$ cat src/design/erv_pkg.sv
// ----------------------------------------------------------------------------
// erv_pkg
// Shared types, constants and the sine/cosine table for the Euler rotator.
// ----------------------------------------------------------------------------
package erv_pkg;

    // angle units: 1/64 degree
    localparam int FULL_TURN = 23040;
    localparam int QUARTER   = 5760;
    localparam int EIGHTH    = 2880;
    localparam int BIAS_TURN = 69120;

    localparam logic [63:0] Q30_ONE = 64'd1 << 30;
    localparam logic [63:0] RAD_K   = 64'd292818;

    localparam int TW = 12;  // offset width, covers 0..EIGHTH

    typedef struct packed {
        logic signed [31:0] vec_x;
        logic signed [31:0] vec_y;
        logic signed [31:0] vec_z;
        logic signed [15:0] angle_about_x;
        logic signed [15:0] angle_about_y;
        logic signed [15:0] angle_about_z;
    } in_req_t;

    typedef struct packed {
        logic signed [31:0] rot_x;
        logic signed [31:0] rot_y;
        logic signed [31:0] rot_z;
    } out_req_t;

    // classified angle: quadrant, fold flag and table offset
    typedef struct packed {
        logic [1:0]    quad;
        logic          fold;
        logic [TW-1:0] t;
    } ang_t;

    typedef struct packed {
        logic signed [31:0] x;
        logic signed [31:0] y;
        logic signed [31:0] z;
        ang_t               ax;
        ang_t               ay;
        ang_t               az;
    } job_t;

    // table entry: {sin[30:0], cos[30:0]} in Q1.30, both non-negative
    typedef logic [61:0] sc_entry_t;
    typedef sc_entry_t sc_rom_t [0:EIGHTH];

    // taylor evaluation of sine and cosine for every offset, at elaboration
    function automatic sc_rom_t build_sc_rom();
        sc_rom_t     rom;
        logic [63:0] r;
        logic [63:0] r2;
        logic [63:0] ts;
        logic [63:0] tc;
        logic [63:0] sv;
        for (int i = 0; i <= EIGHTH; i++) begin
            r  = 64'(i) * RAD_K;
            r2 = (r * r) >> 30;
            ts = Q30_ONE - r2 / 72;
            ts = Q30_ONE - ((r2 * ts) >> 30) / 42;
            ts = Q30_ONE - ((r2 * ts) >> 30) / 20;
            ts = Q30_ONE - ((r2 * ts) >> 30) / 6;
            sv = (r * ts) >> 30;
            tc = Q30_ONE - r2 / 90;
            tc = Q30_ONE - ((r2 * tc) >> 30) / 56;
            tc = Q30_ONE - ((r2 * tc) >> 30) / 30;
            tc = Q30_ONE - ((r2 * tc) >> 30) / 12;
            tc = Q30_ONE - ((r2 * tc) >> 30) / 2;
            rom[i] = {sv[30:0], tc[30:0]};
        end
        return rom;
    endfunction

    // shift right by 30 rounding half up, saturate to 32 bits
    function automatic logic signed [31:0] rnd_sat(input logic signed [63:0] v);
        logic signed [63:0] w;
        w = (v + 64'sd536870912) >>> 30;
        if (w > 64'sd2147483647)
            return 32'sh7fffffff;
        else if (w < -64'sd2147483648)
            return 32'sh80000000;
        else
            return w[31:0];
    endfunction

endpackage

$ cat src/design/erv_queue.sv
// ----------------------------------------------------------------------------
// erv_queue
// Small queue between front and back so each side stalls on its own.
// ----------------------------------------------------------------------------
module erv_queue
    import erv_pkg::*;
#(
    parameter int DEPTH = 4
)
(
    input  logic clk,
    input  logic rst_n,
    input  logic push,
    input  job_t wr_job,
    output logic full,
    input  logic pop,
    output logic empty,
    output job_t rd_job
);

    localparam int PW = (DEPTH > 1) ? $clog2(DEPTH) : 1;
    localparam int CW = $clog2(DEPTH + 1);

    job_t          mem [0:DEPTH-1];
    logic [PW-1:0] wr_ptr_reg;
    logic [PW-1:0] wr_ptr_next;
    logic [PW-1:0] rd_ptr_reg;
    logic [PW-1:0] rd_ptr_next;
    logic [CW-1:0] cnt_reg;
    logic [CW-1:0] cnt_next;

    assign full   = (cnt_reg == CW'(DEPTH));
    assign empty  = (cnt_reg == '0);
    assign rd_job = mem[rd_ptr_reg];

    // pointer and count update
    always_comb
    begin
        wr_ptr_next = wr_ptr_reg;
        rd_ptr_next = rd_ptr_reg;
        cnt_next    = cnt_reg;
        if (push)
            wr_ptr_next = (wr_ptr_reg == PW'(DEPTH - 1)) ? '0 : wr_ptr_reg + 1'b1;
        if (pop)
            rd_ptr_next = (rd_ptr_reg == PW'(DEPTH - 1)) ? '0 : rd_ptr_reg + 1'b1;
        if (push && !pop)
            cnt_next = cnt_reg + 1'b1;
        else if (pop && !push)
            cnt_next = cnt_reg - 1'b1;
    end

    always_ff @(posedge clk or negedge rst_n)
    begin
        if (!rst_n)
        begin
            wr_ptr_reg <= '0;
            rd_ptr_reg <= '0;
            cnt_reg    <= '0;
        end
        else
        begin
            wr_ptr_reg <= wr_ptr_next;
            rd_ptr_reg <= rd_ptr_next;
            cnt_reg    <= cnt_next;
        end
    end

    // storage write
    always_ff @(posedge clk)
    begin
        if (push)
            mem[wr_ptr_reg] <= wr_job;
    end

    a_cnt_bound: assert property (@(posedge clk) disable iff (!rst_n)
        cnt_reg <= CW'(DEPTH))
        else $error("queue count beyond depth");

    a_no_pop_empty: assert property (@(posedge clk) disable iff (!rst_n)
        empty |-> !pop)
        else $error("pop from empty queue");

    a_push_grows: assert property (@(posedge clk) disable iff (!rst_n)
        (push && !pop) |=> cnt_reg == $past(cnt_reg) + 1'b1)
        else $error("push without pop did not grow count");

endmodule

$ cat config.mk
export PLATFORM = sky130hd
export DESIGN_NAME = erv_queue
export DESIGN_NICKNAME = d
export VERILOG_FILES = /design/src/design/erv_pkg.sv /design/src/design/erv_queue.sv
export SDC_FILE = /design/constraint.sdc
export NUM_CORES = 1
export LEC_CHECK = 0
export ABC_AREA = 1
export BUFFER_PORTS_ARGS = -buffer_cell sky130_fd_sc_hd__buf_2
export CORE_MARGIN = 4
export CORE_UTILIZATION = 55
export CTS_CLUSTER_DIAMETER = 40
export DETAILED_ROUTE_END_ITERATION = 10
export PLACE_DENSITY = 0.84
export SETUP_SLACK_MARGIN = 0.05
export SKIP_CTS_REPAIR_TIMING = 1
export SLEW_MARGIN = 25
export SYNTH_ARGS = -nofsm -noshare
export SYNTH_HDL_FRONTEND = slang
export SYNTH_SLANG_ARGS = --single-unit
$ cat constraint.sdc
create_clock -name clk -period 4.37 [get_ports clk]
set_input_delay 0.6555 -clock clk [delete_from_list [all_inputs] [get_ports clk]]
set_output_delay 0.6555 -clock clk [all_outputs]
set_load 0.02 [all_outputs]
---- Yosys cells after proc, flatten, opt, wreduce, memory -nomap -nowiden ----
Memories as Yosys holds them, arrays and structs flattened.
Index checks and enable logic that the tools add are counted.
word-level totals
  memories ................................ 1
  bits in latches ......................... 0
  bits in registers ....................... 7
  memory bits (writable) .................. 564
  output and inout bits ................... 143
  bits in read-only memories .............. 0
cells by class
  mux-type cells .......................... 6
  multiply operators ...................... 0
  order comparisons ....................... 0
  add/subtract/negate cells ............... 4
  div/mod/pow operators ................... 0
  reduce and logical (&&, ||, !) cells .... 6
  bitwise operators ....................... 0
  shifts and indexed selects .............. 0
  eq/ne operators ......................... 3
memory list
  memory  words  bits a word  rd ports  clocked after memory_dff  write ports  line             RTL
  mem     4      141          1         0                         1            erv_queue.sv:24  job_t mem [0:DEPTH-1];
operators with widths
  operator             count
  $mux 3               2
  $add 2x1->2 const B  2
  $eq 2x2->1 const B   2
  $mux 2               2
  $add 3x1->3 const B  1
  $eq 3x3->1 const B   1
  $logic_not 3->1      1
  $sub 3x1->3 const B  1
  $logic_and 1x1->1    2
  $logic_not 1->1      2
  $mux 1               2
  $reduce_bool 2->1    1

---- Longest topological paths before layout ----
Gate-level depths: netlist (run 1).
  depth in word-level cells ............... 4
  gate-level depth with buffers ........... 9
  mapped depth without buffers ............ 9

---- Least setup slack after synthesis (run 1) ----
OpenSTA, ideal clock, no wires.
  path type ............................... in2reg
  start point ............................. in push
  end point ............................... mem mem[3][0] (netlist name), enable pin
  slack ................................... 0.462 ns
  setup time .............................. 0.494 ns
  data required time ...................... 3.876 ns
  path buffers ............................ 0
  stages .................................. 2
  arrival time ............................ 3.414 ns
  cell sequence ........................... nand2_1 > inv_1
between the ends
  word-level cells in the longest chain between the ends .. 2
ends and longest elaborated chain
  item                          line             RTL
  start, declared               erv_queue.sv:13  input logic push,
  $mux 1                        erv_queue.sv:71  if (push)
  $mux 1 (not written as such)  erv_queue.sv:72  mem[wr_ptr_reg] <= wr_job;
  end, declared                 erv_queue.sv:24
No other way between the ends.

==> results of run 1 <==
[final timing paths]
check	from	endpoint	slack (ns)	cells past startpoint
max in group asynchronous	rst_n	rd_ptr_reg[1]$_DFFE_PN0P_	3.75	2
setup / recovery	rd_ptr_reg[0]$_DFFE_PN0P_	rd_job[67]	0.95	6
hold reg to reg	cnt_reg[2]$_DFFE_PN0P_	cnt_reg[2]$_DFFE_PN0P_	0.53	2
min in group asynchronous	rst_n	cnt_reg[0]$_DFFE_PN0P_	0.44	2
setup reg to reg	wr_ptr_reg[0]$_DFFE_PN0P_	mem[2][86]$_DFFE_PP_	2.07	5
hold / removal	wr_job[124]	mem[3][124]$_DFFE_PP_	0.29	1
[through the flow]
stage / hold WS, ns / instances / instance area (um2)
after floorplan: 0.360 / 1697 / 22800
after global placement: 0.490 / 2441 / 24500
after detailed placement: 0.499 / 2441 / 24500
after CTS: -0.129 / 2564 / 26700
after global routing: 0.264 / 2567 / 26800
final: 0.292 / 2575 / 26800
[cell usage after synthesis (all sizes together)]
master,count
buf,88
clkbuf,5
dfrtp,7
edfxtp,564
fa,1
ha,6
inv,295
nand2,439
nand3,1
nand4,1
nor2,1
nor3,2
o211ai,282
o21ai,4
xnor2,1
[power groups by stage]
| stage | clock network (mW) | registers (mW) | logic, mW |
|---|---|---|---|
| floorplan | 0 | 7.39 | 4.22 |
| global placement | 0 | 7.30 | 5.75 |
| detailed placement | 0 | 7.35 | 5.92 |
| CTS | 5.61 | 7.24 | 5.98 |
| global route | 5.88 | 7.29 | 6.44 |
| finish | 5.50 | 7.23 | 5.91 |
[area by class of cell]
type / instances / share of cell area [%]
sequential: 571 / 63.9
clock buffer: 79 / 6.67
inverter: 295 / 4.25
timing repair buffer: 306 / 6.28
multi-input combinational: 738 / 14.6
tap: 532 / 2.49
clock inverter: 44 / 1.67
antenna: 10 / 0.0935
[kinds of logic after synthesis]
logic type	count (synthesis)	share of synthesized area, %
AND/OR/NAND/NOR	444	7.32
AO/OA/AOI/OAI	286	9.36
buffers and inverters	388	7.95
XOR/XNOR	1	0.0384
flip-flops	571	74.9
adder cells (fa/ha/maj)	7	0.416
[metal layers]
layer	global-route usage (%)	up-vias	routed length [um]
li1	-	6558	-
met1	24.7	6594	18200
met2	34.3	397	23500
met3	6.61	102	3850
met4	7.53	18	1240
met5	0	-	115
==> flow_summary.yaml, run 1 <==
pwr:
  p_switching_mw: 6.63
  p_leak_nw: 10.8
  p_seq_share_pct: 38.8
  vdd_drop_max_v: 0.000591
  switching_share_pct: 35.6
  p_int_mw: 12.0
  power_density_nw_per_um2: 696
  pwr-share-clk_pct: 29.5
  p_comb_share_pct: 31.7
  p_total_mw: 18.6
global_routing:
  grt_pass1_vias: 13571
  grt_use_total_pct: 20.4
  grt_overflow: 0
  grt_max_degree: 143
  antenna_found_initial: 12
  grt_pass1_wl_um: 71100
critical_path:
  critPathLaunchType: "flop"
  slowest_delay_ns: 0.51
  worstPathMaxFanout: 135
  cp_data_required_time_ns: 3.71
  path_cells: "inv_8 > buf_12 > nand2_1 > o211ai_1 > nand2_1 > buf_2"
  cpMostUsedCell: "nand2_1"
  crit_type: "flop to output pin"
  crit_arrival_ns: 2.76
  worst-path-buf-inv: 3
  cpMaxStageDelayCell: "inv_8"
  crit_family: "buffers and inverters"
  crit_path_end_kind: "output pin"
final_layout:
  drive_gt1_share_pct: 20.5
  fin_nets: 2133
  final_util_pct: 65.4
  multi_input_area_um2: 3910
  layout_commonest_cell: "edfxtp_1"
  seq_area_um2: 17100
  syn_to_final_growth_pct: 17.2
  final_cell_mix: "564 x edfxtp_1, 439 x nand2_1, 289 x inv_1, 287 x buf_2, 282 x o211ai_1"
  largest_register_ffs: 564
  n_fill_cell: 2761
synthesis:
  netlist_area_um2: 22800
  syn_avg_cell_area_um2: 13.5
  synth_area_leaders: "edfxtp_1 74%, o211ai_1 9.3%, nand2_1 7.2%"
  synth_seq_cells: 571
  yosys.area.top_type_share_pct: 74.1
  yosys.area.top_type: "edfxtp_1"
  synthCells: 1697
  syn-num-nets: 1849
  ys_warn_count: 0
  ys_seq_area_share_pct: 74.9
  ys_types: 19
timing:
  fmax_mhz: 292
  slew_headroom_pct: 45.0
  skew_ns: 0.0111
  final-setup-viol-count: 0
  final_max_slew_viol_count: 0
  finalHoldViolations: 0
  min_period_ns: 3.42
  setup_ws_ns: 0.951
  fin_crit_sh_pct: 78.2
  fin_setup_tns_ns: 0
  worstMarginPinSlew_ns: 0.826
  grt_setup_unrepaired: "no"
detailed_routing:
  routed-via-count: 13669
  first_pass_iters: 5
  drcViolationCount: 0
  first_iter_violations: 1017
  wl_per_cell_um: 18.2
  drt-total-wl_um: 46900
  ant_nets: 0
  vias_per_cell: 5.31
run_status:
  status: "completed"
clock_network:
  cts.sinks: 571
  clkSlewWorstSetupHoldPaths_ns: 0.06
  cts_tree: "built"
  numCtsBuffers: 69
  h-tree-depth: 3
  cts_root_buf: "clkbuf_16"
  clk_latency_ns: 0.57
  cts_buffer_depth: 3
floorplan:
  die_width_um: 212
  dieArea_um2: 44900
  rows: 74
  start_util_pct: 55.8
  core-area_um2: 40900
  ios: 288
  die_y_um: 212
run:
  max_cap_viol_count: 0
place:
  routabilityCongestion: 0.740
  place_hpwl_um: 27400
  port_buffers: 287
  dp_slack_ns: 1.65
hold_path:
  hold_path_class: "input port to flop"
Power figures use the tool's default switching activity.
==> run 2: changes to the inputs <==
- CORE_UTILIZATION: 55 -> 52
- clock period: 4.37 -> 2.87 ns (I/O delays scaled with it)
==> run 2 against run 1 <==
  * Register-to-register slack got worse by 0.95 ns
  * First-iteration DRC count up 0.69%
  * Clock-buffer cell count down 2
  * Via count is 1.2% higher
  * Worst setup slack worse by 0.84 ns
  * Clock power grew 60%
  * Wire length is essentially flat
  * Critical path depth unchanged
  * Final area is 1.5% higher
  * Clock skew rose by 0.019 ns
  * Flip-flop and latch count is the same
  * Non-clock buffer count is 9 higher
  * Largest cell class unchanged
==> flow_summary.yaml, run 2 (synthesis gave the netlist of run 1 again) <==
critical_path:
  cpMostUsedCell: "nand2_1"
  critPathLaunchType: "flop"
  rr_endpoint: "mem[0][90]$_DFFE_PP_"
  r2r-start: "wr_ptr_reg[1]$_DFFE_PN0P_"
  r2r_cells: 5
  crit_path_end: "rd_job[34]"
  cpMaxStageDelayCell: "dfrtp_1"
  crit_family: "buffers and inverters"
  worstPathMaxFanout: 117
  cp-startpoint: "rd_ptr_reg[0]$_DFFE_PN0P_"
  rrSetupSlack_ns: 1.12
  crit_arrival_ns: 2.32
  crit_path_end_kind: "output pin"
  cp_data_required_time_ns: 2.44
  worst-path-buf-inv: 3
  slowest_delay_ns: 0.50
  cp.depth: 6
  crit_type: "flop to output pin"
  path_cells: "clkinv_8 > buf_16 > nand2_1 > o211ai_1 > nand2_1 > buf_2"
pwr:
  vdd_drop_max_v: 0.000830
  p_total_mw: 29.0
  p_leak_nw: 11.0
  power_density_nw_per_um2: 1070
clock_network:
  cts_root_buf: "clkbuf_16"
  cts_tree: "built"
  clkSlewWorstSetupHoldPaths_ns: 0.06
  cts_buffer_depth: 3
  h-tree-depth: 3
  clk_latency_ns: 0.59
  numCtsBuffers: 70
  cts.sinks: 571
final_layout:
  layout_commonest_cell: "edfxtp_1"
  final_util_pct: 62.8
  seq_area_um2: 17100
  multi_input_area_um2: 3930
  n_fill_cell: 3010
  final_cell_mix: "564 x edfxtp_1, 435 x nand2_1, 288 x inv_1, 287 x buf_2, 282 x o211ai_1"
  fin_nets: 2143
  syn_to_final_growth_pct: 19.0
  drive_gt1_share_pct: 21.7
  largest_register_ffs: 564
global_routing:
  grt_pass1_wl_um: 73100
  grt_overflow: 0
  grt_max_degree: 143
  grt_use_total_pct: 19.7
  grt_pass1_vias: 14110
  antenna_found_initial: 5
floorplan:
  rows: 76
  die_width_um: 218
  start_util_pct: 52.8
  ios: 288
  core-area_um2: 43300
  dieArea_um2: 47300
  die_y_um: 218
timing:
  hold_slack_ns: 0.0539
  final-setup-viol-count: 0
  worstMarginPinSlew_ns: 0.787
  fin_crit_sh_pct: 96.0
  slew_headroom_pct: 47.5
  fmax_mhz: 363
  final_max_slew_viol_count: 0
  finalHoldViolations: 0
  grt_setup_unrepaired: "yes"
  min_period_ns: 2.75
  skew_ns: 0.0305
  setup_ws_ns: 0.115
detailed_routing:
  first_pass_iters: 8
  ant_nets: 0
  routed-via-count: 13839
  drcViolationCount: 0
  drt-total-wl_um: 46900
  first_iter_violations: 1024
  vias_per_cell: 5.25
  wl_per_cell_um: 17.8
place:
  port_buffers: 287
  place_hpwl_um: 27300
  routabilityCongestion: 0.768
  dp_slack_ns: 0.651
run:
  max_cap_viol_count: 0
run_status:
  status: "completed"
hold_path:
  hold_path_class: "input port to flop"
-- run 2: cell count changes in the layout (fill, tap and decap cells not counted), moves of 3 or more --
cell	previous run	this run
buf_12	8	13
clkbuf_1	9	3
clkbuf_16	70	74
clkinvlp_4	4	11
diode_2	10	7
ha_1	6	3
ha_2	0	3
nand2_1	439	435
nand2_2	0	4
-- run 2: per-stage QoR --
step | setup TNS (ns) | instances | area, um2
detailed placement | 0 | 2503 | 24700
finish | 0 | 2638 | 27200
CTS | 0 | 2630 | 27100
global placement | 0 | 2503 | 24700
global route | -0.0270 | 2633 | 27200
floorplan | -153.55 | 1697 | 22900
-- run 2: worst min-delay path by stage --
stage	endpoint	slack (ns)	cells past startpoint	start
6_report	mem[1][140]$_DFFE_PP_	0.05	1	wr_job[140]
5_1_grt	mem[3][35]$_DFFE_PP_	0.03	1	wr_job[35]
4_1_cts	cnt_reg[2]$_DFFE_PN0P_	-0.38	1	rst_n
3_5_place_dp	rd_ptr_reg[0]$_DFFE_PN0P_	0.27	1	rst_n
3_3_place_gp	rd_ptr_reg[0]$_DFFE_PN0P_	0.27	1	rst_n
2_1_floorplan	cnt_reg[0]$_DFFE_PN0P_	0.13	0	rst_n
-- run 2: worst register-to-register path, cell delays in order, from the launching register on --
cell        delay (ns)
dfrtp_1           0.40
inv_1             0.11
ha_2              0.19
nand2_2           0.06
clkinvlp_4        0.12
buf_12            0.38
-- run 2: per-layer routing --
| layer | GRT usage [%] | part of all wire [%] |
|---|---|---|
| met5 | 0 | 0.051 |
| met4 | 7.53 | 2.7 |
| met3 | 5.04 | 7.2 |
| met2 | 34.8 | 52 |
| met1 | 23.1 | 38 |
-- run 2: cell type report --
class | instances | share of cell area (%)
clock buffer | 77 | 6.85
multi-input combinational | 738 | 14.5
tap | 585 | 2.69
inverter | 295 | 4.19
sequential | 571 | 63.0
antenna | 7 | 0.0644
clock inverter | 50 | 1.95
timing repair buffer | 315 | 6.83
-- run 2: power breakdown --
part / switching [mW] / total (mW) / internal [mW]
sequential: 0.340 / 11.0 / 10.7
combinational: 6.52 / 9.22 / 2.70
clock: 3.38 / 8.79 / 5.41
