### src/design/erv_pkg.sv
// ----------------------------------------------------------------------------
// erv_pkg
// Shared types, constants and the sine/cosine table for the Euler rotator.
// ----------------------------------------------------------------------------
package erv_pkg;

    // angle units: 1/64 degree
    localparam int FULL_TURN = 23040;
    localparam int QUARTER   = 5760;
    localparam int EIGHTH    = 2880;
    localparam int BIAS_TURN = 69120;

    localparam logic [63:0] Q30_ONE = 64'd1 << 30;
    localparam logic [63:0] RAD_K   = 64'd292818;

    localparam int TW = 12;  // offset width, covers 0..EIGHTH

    typedef struct packed {
        logic signed [31:0] vec_x;
        logic signed [31:0] vec_y;
        logic signed [31:0] vec_z;
        logic signed [15:0] angle_about_x;
        logic signed [15:0] angle_about_y;
        logic signed [15:0] angle_about_z;
    } in_req_t;

    typedef struct packed {
        logic signed [31:0] rot_x;
        logic signed [31:0] rot_y;
        logic signed [31:0] rot_z;
    } out_req_t;

    // classified angle: quadrant, fold flag and table offset
    typedef struct packed {
        logic [1:0]    quad;
        logic          fold;
        logic [TW-1:0] t;
    } ang_t;

    typedef struct packed {
        logic signed [31:0] x;
        logic signed [31:0] y;
        logic signed [31:0] z;
        ang_t               ax;
        ang_t               ay;
        ang_t               az;
    } job_t;

    // table entry: {sin[30:0], cos[30:0]} in Q1.30, both non-negative
    typedef logic [61:0] sc_entry_t;
    typedef sc_entry_t sc_rom_t [0:EIGHTH];

    // taylor evaluation of sine and cosine for every offset, at elaboration
    function automatic sc_rom_t build_sc_rom();
        sc_rom_t     rom;
        logic [63:0] r;
        logic [63:0] r2;
        logic [63:0] ts;
        logic [63:0] tc;
        logic [63:0] sv;
        for (int i = 0; i <= EIGHTH; i++) begin
            r  = 64'(i) * RAD_K;
            r2 = (r * r) >> 30;
            ts = Q30_ONE - r2 / 72;
            ts = Q30_ONE - ((r2 * ts) >> 30) / 42;
            ts = Q30_ONE - ((r2 * ts) >> 30) / 20;
            ts = Q30_ONE - ((r2 * ts) >> 30) / 6;
            sv = (r * ts) >> 30;
            tc = Q30_ONE - r2 / 90;
            tc = Q30_ONE - ((r2 * tc) >> 30) / 56;
            tc = Q30_ONE - ((r2 * tc) >> 30) / 30;
            tc = Q30_ONE - ((r2 * tc) >> 30) / 12;
            tc = Q30_ONE - ((r2 * tc) >> 30) / 2;
            rom[i] = {sv[30:0], tc[30:0]};
        end
        return rom;
    endfunction

    // shift right by 30 rounding half up, saturate to 32 bits
    function automatic logic signed [31:0] rnd_sat(input logic signed [63:0] v);
        logic signed [63:0] w;
        w = (v + 64'sd536870912) >>> 30;
        if (w > 64'sd2147483647)
            return 32'sh7fffffff;
        else if (w < -64'sd2147483648)
            return 32'sh80000000;
        else
            return w[31:0];
    endfunction

endpackage

### src/design/erv_front.sv
// ----------------------------------------------------------------------------
// erv_front
// Reduces the three angles modulo a full turn and splits each into a
// quadrant, a fold flag and a table offset.
// ----------------------------------------------------------------------------
module erv_front
    import erv_pkg::*;
(
    input  in_req_t req,
    output job_t    job
);

    // reduce one angle and classify it
    function automatic ang_t classify(input logic signed [15:0] a);
        logic [16:0] b;
        logic [16:0] m;
        logic [16:0] u;
        ang_t        res;
        b = 17'(BIAS_TURN) + 17'($unsigned(32'(a)));
        if (b >= 17'(4 * FULL_TURN))
            m = b - 17'(4 * FULL_TURN);
        else if (b >= 17'(3 * FULL_TURN))
            m = b - 17'(3 * FULL_TURN);
        else if (b >= 17'(2 * FULL_TURN))
            m = b - 17'(2 * FULL_TURN);
        else
            m = b - 17'(FULL_TURN);
        if (m >= 17'(3 * QUARTER))
        begin
            res.quad = 2'd3;
            u = m - 17'(3 * QUARTER);
        end
        else if (m >= 17'(2 * QUARTER))
        begin
            res.quad = 2'd2;
            u = m - 17'(2 * QUARTER);
        end
        else if (m >= 17'(QUARTER))
        begin
            res.quad = 2'd1;
            u = m - 17'(QUARTER);
        end
        else
        begin
            res.quad = 2'd0;
            u = m;
        end
        res.fold = (u > 17'(EIGHTH));
        res.t    = res.fold ? TW'(17'(QUARTER) - u) : TW'(u);
        return res;
    endfunction

    // vector passes through, angles get classified
    always_comb
    begin
        job.x  = req.vec_x;
        job.y  = req.vec_y;
        job.z  = req.vec_z;
        job.ax = classify(req.angle_about_x);
        job.ay = classify(req.angle_about_y);
        job.az = classify(req.angle_about_z);
    end

endmodule

### config.mk
export PLATFORM = sky130hd
export DESIGN_NAME = erv_front
export DESIGN_NICKNAME = d
export VERILOG_FILES = /design/src/design/erv_pkg.sv /design/src/design/erv_front.sv
export SDC_FILE = /design/constraint.sdc
export NUM_CORES = 1
export LEC_CHECK = 0
export ABC_AREA = 1
export BUFFER_PORTS_ARGS = -buffer_cell sky130_fd_sc_hd__buf_4
export CAP_MARGIN = 10
export CORE_MARGIN = 1.5
export CORE_UTILIZATION = 45
export DETAILED_ROUTE_END_ITERATION = 10
export PLACE_DENSITY = 0.76
export SYNTH_ARGS = -nofsm -noshare
export SYNTH_HDL_FRONTEND = slang
export SYNTH_SLANG_ARGS = --single-unit
export TNS_END_PERCENT = 100
### constraint.sdc
create_clock -name vclk -period 5.5
set_clock_uncertainty 0.05 [all_clocks]
set_input_delay 1.1 -clock vclk [all_inputs]
set_output_delay 1.1 -clock vclk [all_outputs]
set_load 0.005 [all_outputs]
# --- Yosys cells after proc, flatten, opt, wreduce, memory -nomap -nowiden ---
# Index checks and enable logic that the tools add are counted.
totals:
  wordCells: 78
  out_inout_bits: 141
  input_bits: 144
  ff_bits: 0
op_classes:
  magnitude_cmp: 21
  addsub: 27
  muxes: 30
op_table:
  columns: ["operator", "count"]
  rows:
  - ["two-way mux 17 bit", 18]
  - [">= comparator 17 bit (second input constant)", 6]
  - ["subtractor 17 x 15 -> 17 bit (second input constant)", 6]
  - ["subtractor 17 bit (second input constant)", 6]
  - ["adder 17 bit (first input constant)", 3]
  - [">= comparator 17 x 13 -> 1 bit (second input constant)", 3]
  - [">= comparator 17 x 14 -> 1 bit (second input constant)", 3]
  - [">= comparator 17 x 15 -> 1 bit (second input constant)", 3]
  - [">= comparator 17 x 16 -> 1 bit (second input constant)", 3]
  - ["> comparator 17 x 12 -> 1 bit (second input constant)", 3]
  - ["subtractor 17 x 13 -> 17 bit (second input constant)", 3]
  - ["subtractor 17 x 14 -> 17 bit (second input constant)", 3]
  - ["subtractor 17 x 16 -> 17 bit (second input constant)", 3]
  - ["two-way mux 12 bit", 3]
  - ["subtractor 11 x 12 -> 12 bit (first input constant)", 3]
  - ["two-way mux 2 bit", 6]
  - ["two-way mux 1 bit", 3]

# --- Longest topological paths before layout ---
# Gate-level depths: netlist of the first run.
depth:
  depth_word: 11
  depth_mapped: 34
  mapped_depth_nobuf: 33

# --- Worst setup path before layout of the first run ---
# OpenSTA, ideal clock, no wires.
synth_timing:
  kind: "input-to-output"
  startpoint: "in req[9] in the netlist's numbering"
  endpoint: "out job[9] in the netlist's numbering"
  cell_stages: 30
  slack_ns: -0.246
  t_required_ns: 4.350
  n_path_buf: 1
  t_arrival_ns: 4.596
  cell_sequence: "inv_2 -> ha_1 -> xor2_1 -> inv_1 -> ha_1 -> a21oi_1 -> nand2_1 -> nand3_2 -> nand2_2 -> nand2_2 -> nand2_1 -> nand2_2 -> nand2_4 -> inv_1 -> ha_1 -> nand3_1 -> nor2_1 -> nand3_1 -> nand2_4 -> nand2_1 -> nand3_1 -> nand2_1 -> nor2_1 -> nand2_1 -> nor2_1 -> nand2_1 -> nand2_2 -> buf_6 -> nand2_1 -> nand2_1"
synth_lines:
  columns: ["item", "line_no", "rtl"]
  rows:
  - ["start: declaration", "erv_front.sv:9", "input in_req_t req,"]
  - ["end: declaration", "erv_front.sv:10", "output job_t job"]

==> impl_metrics.toml, run 1 <==
[critical_path]
crit_path_max_incr_delay_ps = 610
crit_fanout = 10
worstSetupEndpointType = "output pin"
path_class = "input port to output pin"
path_depth = 26
slowest_stage = "a21oi_1"
cp.arrival_ps = 5680
path_buf_inv = 8
crit_family = "simple AND/OR/NAND/NOR gates"
critPathRequiredTime_ps = 4350
cp-start-kind = "input port"

[final_layout]
clock_buffers = 0
drive_gt1_share_pct = 55.9
ff_latch_area_um2 = 0
final_cells = 2000
fin_area_um2 = 13400
sequential_cell_total = 0
nNetsFinal = 1979
diodes = 0
fill_cells = 1054
areaGrowthSynthToFinish_pct = 69.9

[timing]
fin_ws_ps = -1330
drv_slew = 0
tightest_slew_ps = 766
rsz0062_at_grt = "yes"
fmax_ghz = 0.146
post-route-min-period_ps = 6830
slew_headroom_pct = 48.9
hold_viol_final = 0
hold_slack_ps = 2150
finalCritPeriodShare_pct = 124
setup_violations = 38

[drt]
wl_per_cell_um = 20.9
dr.pass1.iters = 7
drc = 0
ant_nets = 0
via_per_inst = 6.02
drtIter0Drc = 1651
vias = 12000
totalWireLength_mm = 41.7

[yosys]
yosysTopAreaCell = "nand2_1"
synth_cells = 1399
avgSynthCellArea_um2 = 5.65
yosys-top-cells-area = "nand2_1, nand3_1, buf_4"
synth_top_area_share_pct = 21.4
synth_area_um2 = 7910
yosys_warnings = 0
yosysUniqueCellTypes = 46
yosysSeqAreaShare_pct = 0
mappedNetlistNets = 1601

[job]
maxCapViolCount = 0

[pwr]
swShare_pct = 56.5
power.density_nw_per_um2 = 269
switchingPower_mw = 2.04
seqPwrFrac_pct = 0
internal_power_mw = 1.57
p_leak_nw = 6.77
combPwrFrac_pct = 100.0
peakVddDrop_v = 0.000150
p_clk_share_pct = 0

[placed_design]
port_buffers = 93
place.gp.congestion = 0.967
dp.cells = 1884
dp_hpwl_mm = 19.9
dpl_cell_area_um2 = 10200

[outcome]
violations = "setup timing"
status = "finished with violations"

[floorplanning]
rows = 48
core_um2 = 17200
fp.dieArea_um2 = 18400
die_h_um = 136
initial_utilization_pct = 45.9
die_w_um = 136
ios = 285

[hold_path]
holdPathEnd = "job[104]"
hold_path_class = "input port to output pin"
hp-start = "req[107]"
whs_path_depth = 0

[global_route]
busiest_layer = "met2"
grt-ovfl-total = 0
grt_pass1_vias = 11000
antenna_found_initial = 1
grtUsageMet3_pct = 6.36
grt_max_degree = 14
grt_pass1_wl_mm = 51.1
grt_util_met2_pct = 60.2
met1_usage_pct = 36.8
track_usage_pct = 33.3
## final cells by class
type,count,area [um2],area share [%]
repair buffers,487,4110,30.6
multi-input cells,1139,8390,62.4
inverters,149,651,4.84
well taps,225,282,2.10
## synthesized netlist by cell type (2+ instances only)
master / count
xor2_4: 2
o21ai_0: 28
or2_2: 4
a21o_1: 2
buf_2: 4
nor2_8: 2
buf_4: 105
o21a_1: 2
buf_6: 8
a21boi_1: 2
nand4_2: 3
nor2_4: 9
nand2_4: 23
ha_1: 58
a21oi_1: 35
nand2_1: 451
nand2_2: 53
xnor2_1: 12
nand3_2: 14
inv_1: 117
a21oi_2: 6
a31oi_1: 2
a21oi_4: 5
xor2_1: 65
nand4_1: 25
nand3_4: 2
nor2_2: 14
nand3_1: 187
nand3b_1: 10
or2_1: 4
nor3_1: 4
inv_2: 28
nor2_1: 89
and2_1: 2
o21ai_1: 9
clkinv_2: 3
## cells by family (layout without fill, tap and decap cells)
| kind of cell | Yosys count | after routing | synth area share (%) |
|---|---|---|---|
| compound gates | 95 | 95 | 7.52 |
| xor+xnor | 81 | 81 | 9.78 |
| fa+ha+maj | 58 | 58 | 9.18 |
| buf+inv | 266 | 636 | 18.5 |
| simple gates | 899 | 905 | 55.0 |
## per-layer routing
layer,vias to the layer above,wire length (um)
met2,1028,18600
met5,-,69
met3,465,5680
met4,2,4060
met1,5398,13300
li1,5150,-
## how the worst max path moves through the flow
stage | from | end
floorplan | req[9] | job[9]
global placement | req[26] | job[25]
detailed placement | req[26] | job[25]
CTS | req[26] | job[23]
global route | req[3] | job[4]
finish | req[3] | job[11]
## placed cells by master, fill, tap and decap left out, drive strengths merged
master	Yosys	layout
o211ai	1	1
a21boi	3	3
nor3	5	5
ha	58	58
o2111ai	1	1
nor2	114	114
o31ai	1	1
or2	8	8
inv	146	145
a31oi	2	2
clkinv	3	4
a21o	2	2
nand3	203	205
a21oi	46	46
and2	2	2
nand2	527	531
xor2	68	68
nor4b	1	1
xnor2	13	13
nand3b	11	11
buf	117	487
nand4	28	28
o21ai	37	37
o21a	2	2
## power groups by stage
stage / registers, mW / logic, mW / clock network, mW
after floorplan: 0 / 1.37 / 0
after global placement: 0 / 2.23 / 0
after detailed placement: 0 / 2.27 / 0
after CTS: 0 / 2.83 / 0
after global routing: 0 / 3.76 / 0
final: 0 / 3.61 / 0
## per-stage QoR
step	setup WS, ps	util [%]	TNS, ps	power [mW]
after global placement	-469	59.4	-11920	2.23
after detailed placement	-575	59.4	-16770	2.27
after global routing	-1430	77.9	-34960	3.76
after CTS	-304	71.5	-4720	2.83
after floorplan	11.6	-	0	1.37
final	-1330	77.9	-30150	3.61
## timing repair
item                                    4_1_cts  5_1_grt
pin swaps                                   151      175
setup buffers                                78       28
endpoints found under the setup margin       36       36
resized for setup                           364      240
gates cloned                                 12        1
hold buffers                                  0        0
Note: power is estimated with default switching activity, not from simulation.
==> inputs of run 2 (changes only) <==
Settings changed: CELL_PAD_IN_SITES_DETAIL_PLACEMENT from default to 0, CELL_PAD_IN_SITES_GLOBAL_PLACEMENT from default to 2, CORE_UTILIZATION 45 to 23, PLACE_DENSITY 0.76 to default, PLACE_DENSITY_LB_ADDON from default to 0.1.
==> impl_metrics.toml, run 2 (synthesized netlist as in run 1, its figures left out) <==
[critical_path]
crit_fanout = 8
slowest_stage = "a21oi_4"
cp-start-kind = "input port"
worstSetupEndpointType = "output pin"
crit_path_max_incr_delay_ps = 210
cp.arrival_ps = 4600
timing.critical_path.mode_cell = "nand2_2"
critPathRequiredTime_ps = 4350
path_class = "input port to output pin"

[placed_design]
post-place-ws_ps = -761
dp.cells = 2187
dp_hpwl_mm = 24.6
port_buffers = 93
place.gp.congestion = 0.807

[global_route]
grt_pass1_vias = 10200
grt-ovfl-total = 0
track_usage_pct = 16.9
grt_pass1_wl_mm = 50.4
grt_max_degree = 13
antenna_found_initial = 1

[outcome]
violations = "setup timing"
status = "finished with violations"

[floorplanning]
die_h_um = 188
ios = 285
core_um2 = 33700
die_w_um = 188
rows = 67
initial_utilization_pct = 23.5
fp.dieArea_um2 = 35500

[pwr]
p_clk_share_pct = 0
combPwrFrac_pct = 100.0
swShare_pct = 51.4
internal_power_mw = 1.61
power_mw = 3.32
switchingPower_mw = 1.70
peakVddDrop_v = 0.000183
power.density_nw_per_um2 = 229
p_leak_nw = 7.11
seqPwrFrac_pct = 0

[timing]
setup_violations = 36
drv_slew = 0
setup_tns_ps = -6670
fmax_ghz = 0.174
rsz0062_at_grt = "yes"
slew_headroom_pct = 70.1
fin_ws_ps = -247
finalCritPeriodShare_pct = 104
tightest_slew_ps = 446
post-route-min-period_ps = 5750
hold_viol_final = 0

[drt]
via_per_inst = 4.36
totalWireLength_mm = 31.2
dr.pass1.iters = 4
vias = 9976
drtIter0Drc = 291
wl_per_cell_um = 13.6
ant_nets = 0
drc = 0

[final_layout]
nNetsFinal = 2044
sequential_cell_total = 0
final_cells = 2289
drive_gt1_share_pct = 58.0
final_cell_mix = "buf_4, nand2_1, nand2_2"
areaGrowthSynthToFinish_pct = 82.9
final_common_cell = "buf_4"
clock_buffers = 0
ff_latch_area_um2 = 0

[hold_path]
holdPathEnd = "job[108]"
hold_path_class = "input port to output pin"
whs_path_depth = 0
hp-start = "req[111]"

[job]
maxCapViolCount = 0
## run 2: per-stage QoR
stage / area (um2) / utilization, % / hold slack, ps
after floorplan: 7990 / - / 2230
after global routing: 14500 / 42.9 / 2150
after detailed placement: 11200 / 33.2 / 2150
after CTS: 13200 / 39.1 / 2150
after global placement: 11200 / 33.2 / 2150
final: 14500 / 42.9 / 2150
## run 2: routing by layer
metal	track usage (%)	share of wire [%]	vias to the layer above
li1	-	-	5284
met1	21.6	45	4518
met2	30.7	49	123
met3	1.04	3.1	51
met4	4.37	2.7	0
met5	0	0	-
## run 2: power groups by stage
stage | sequential, mW | combinational (mW) | clock [mW]
6_report | 0 | 3.32 | 0.0000000243
4_1_cts | 0 | 2.95 | 0
3_5_place_dp | 0 | 2.43 | 0
3_3_place_gp | 0 | 2.45 | 0
2_1_floorplan | 0 | 1.37 | 0
5_1_grt | 0 | 3.62 | 0
## run 2: timing repair
action | CTS | global route
pin swaps | 193 | 187
buffers inserted | 62 | 28
gates resized for setup | 357 | 262
hold buffers | 0 | 0
endpoints found under the setup margin | 36 | 36
cloned | 10 | 3
## run 2: final cells by class
type	count	area [um2]
Fill cell	3570	19200
Multi-Input combinational cell	1142	8570
Timing Repair Buffer	549	4660
Inverter	149	671
Tap cell	448	561
Antenna cell	1	2.50
## run 2: worst max path at each step
stage | cells after the start | from | endpoint
floorplan | 30 | req[9] | job[9]
global placement | 32 | req[10] | job[8]
detailed placement | 32 | req[10] | job[8]
CTS | 32 | req[10] | job[9]
global route | 33 | req[10] | job[2]
finish | 32 | req[10] | job[4]
## run 2: worst max-delay path, delay by kind of cell
family | cells | cell delay [ps]
AND/OR/NAND/NOR | 18 | 1520
AO/OA/AOI/OAI | 3 | 560
XOR/XNOR | 1 | 190
buffers and inverters | 8 | 870
adder cells (fa/ha/maj) | 2 | 330
==> inputs of run 3 (changes only) <==
Settings changed: CORE_UTILIZATION 23 to 28.
Clock period 5.5 ns to 6.75 ns, I/O delays scaled along.
==> impl_metrics.toml, run 3 (synthesized netlist as in run 1, its figures left out) <==
[outcome]
status = "completed"

[placed_design]
place.gp.congestion = 0.801
dp.cells = 1823
post-place-ws_ps = -103
port_buffers = 93
dp_hpwl_mm = 22.2

[drt]
wl_per_cell_um = 14.3
drtIter0Drc = 331
vias = 8558
totalWireLength_mm = 26.7
via_per_inst = 4.59
drc = 0
ant_nets = 0
dr.pass1.iters = 5

[critical_path]
crit_path_max_incr_delay_ps = 310
cp.arrival_ps = 5100
path_class = "input port to output pin"
crit_fanout = 11
slowest_stage = "or2_2"
worstSetupEndpointType = "output pin"
critPathRequiredTime_ps = 5350
path_buf_inv = 9
cp-start-kind = "input port"
crit_family = "simple AND/OR/NAND/NOR gates"
timing.critical_path.mode_cell = "nand2_1"

[timing]
finalCritPeriodShare_pct = 96.2
post-route-min-period_ps = 6500
fmax_ghz = 0.154
tightest_slew_ps = 531
hold_viol_final = 0
slew_headroom_pct = 64.5
drv_slew = 0
setup_violations = 0
fin_ws_ps = 255

[job]
maxCapViolCount = 0

[floorplanning]
rows = 61
die_h_um = 171
fp.dieArea_um2 = 29200
core_um2 = 27800
die_w_um = 171
ios = 285
initial_utilization_pct = 28.5

[final_layout]
fill_cells = 3259
areaGrowthSynthToFinish_pct = 20.2
drive_gt1_share_pct = 30.4
final_cell_mix = "nand2_1, buf_4, nand3_1"
final_cells = 1865
clock_buffers = 0
sequential_cell_total = 0
final_common_cell = "nand2_1"
diodes = 0
ff_latch_area_um2 = 0
nNetsFinal = 1691

[pwr]
power.density_nw_per_um2 = 182
p_leak_nw = 4.93
peakVddDrop_v = 0.0000819

[global_route]
antenna_found_initial = 0
grt-ovfl-total = 0
grt_pass1_wl_mm = 42.6
grt_pass1_vias = 8286
grt_max_degree = 14
track_usage_pct = 17.7

[hold_path]
hold_path_class = "input port to output pin"
==> run 3: cell types whose count changed in the layout (fill, tap and decap cells not counted), moves of 18 or more <==
| cell | previous run | this run |
|---|---|---|
| buf_4 | 452 | 195 |
| nand2_1 | 318 | 432 |
| nand2_2 | 141 | 62 |
| buf_6 | 77 | 7 |
| nand3_1 | 113 | 177 |
| nand3_2 | 71 | 20 |
| nand2_4 | 63 | 32 |
| nor2_1 | 53 | 82 |
| nor2_4 | 39 | 15 |
| ha_4 | 22 | 3 |
| ha_1 | 31 | 49 |
==> run 3: path summary, 6_finish.rpt <==
check,startpoint,to,slack [ps],cells after the start
max,req[25],job[17],250,31
min,req[107],job[104],2650,0
==> run 3: where the power goes <==
part	leakage (nW)	switching (mW)	internal (mW)	total, mW
registers	0	0	0	0
clock network	0	0	0	0
logic	4.93	1.02	0.708	1.73
==> run 3: metal layers <==
| metal | global-route usage (%) | wire length [um] | vias up |
|---|---|---|---|
| met4 | 3.43 | 556 | 0 |
| met2 | 33.4 | 13200 | 143 |
| met3 | 0.948 | 851 | 54 |
| met5 | 0 | 0 | - |
| met1 | 22.2 | 12100 | 3815 |
| li1 | - | - | 4546 |
==> run 3: stage by stage <==
step	TNS (ps)	area, um2	util [%]	hold WS [ps]	power [mW]
final	0	9500	34.2	2650	1.73
after global routing	-169	9500	34.2	2650	1.95
after CTS	0	8730	31.4	2650	1.58
after detailed placement	-2390	8700	31.3	2650	1.57
after global placement	-2010	8700	31.3	2650	1.59
after floorplan	0	7910	-	2730	1.11
==> run 3: layout make-up <==
type	instances	area, um2	area share, %
inverter	149	578	6.09
multi-input combinational	1135	6890	72.5
tap	378	473	4.98
timing repair buffer	203	1560	16.5
==> run 3: what timing repair did <==
| item | in CTS | in global routing |
|---|---|---|
| cloned | 0 | 2 |
| setup buffers | 0 | 40 |
| hold endpoints to repair | 0 | 0 |
| setup endpoints to repair | 34 | 36 |
| hold buffers | 0 | 0 |
| resized for setup | 7 | 117 |
| pin swaps | 0 | 43 |
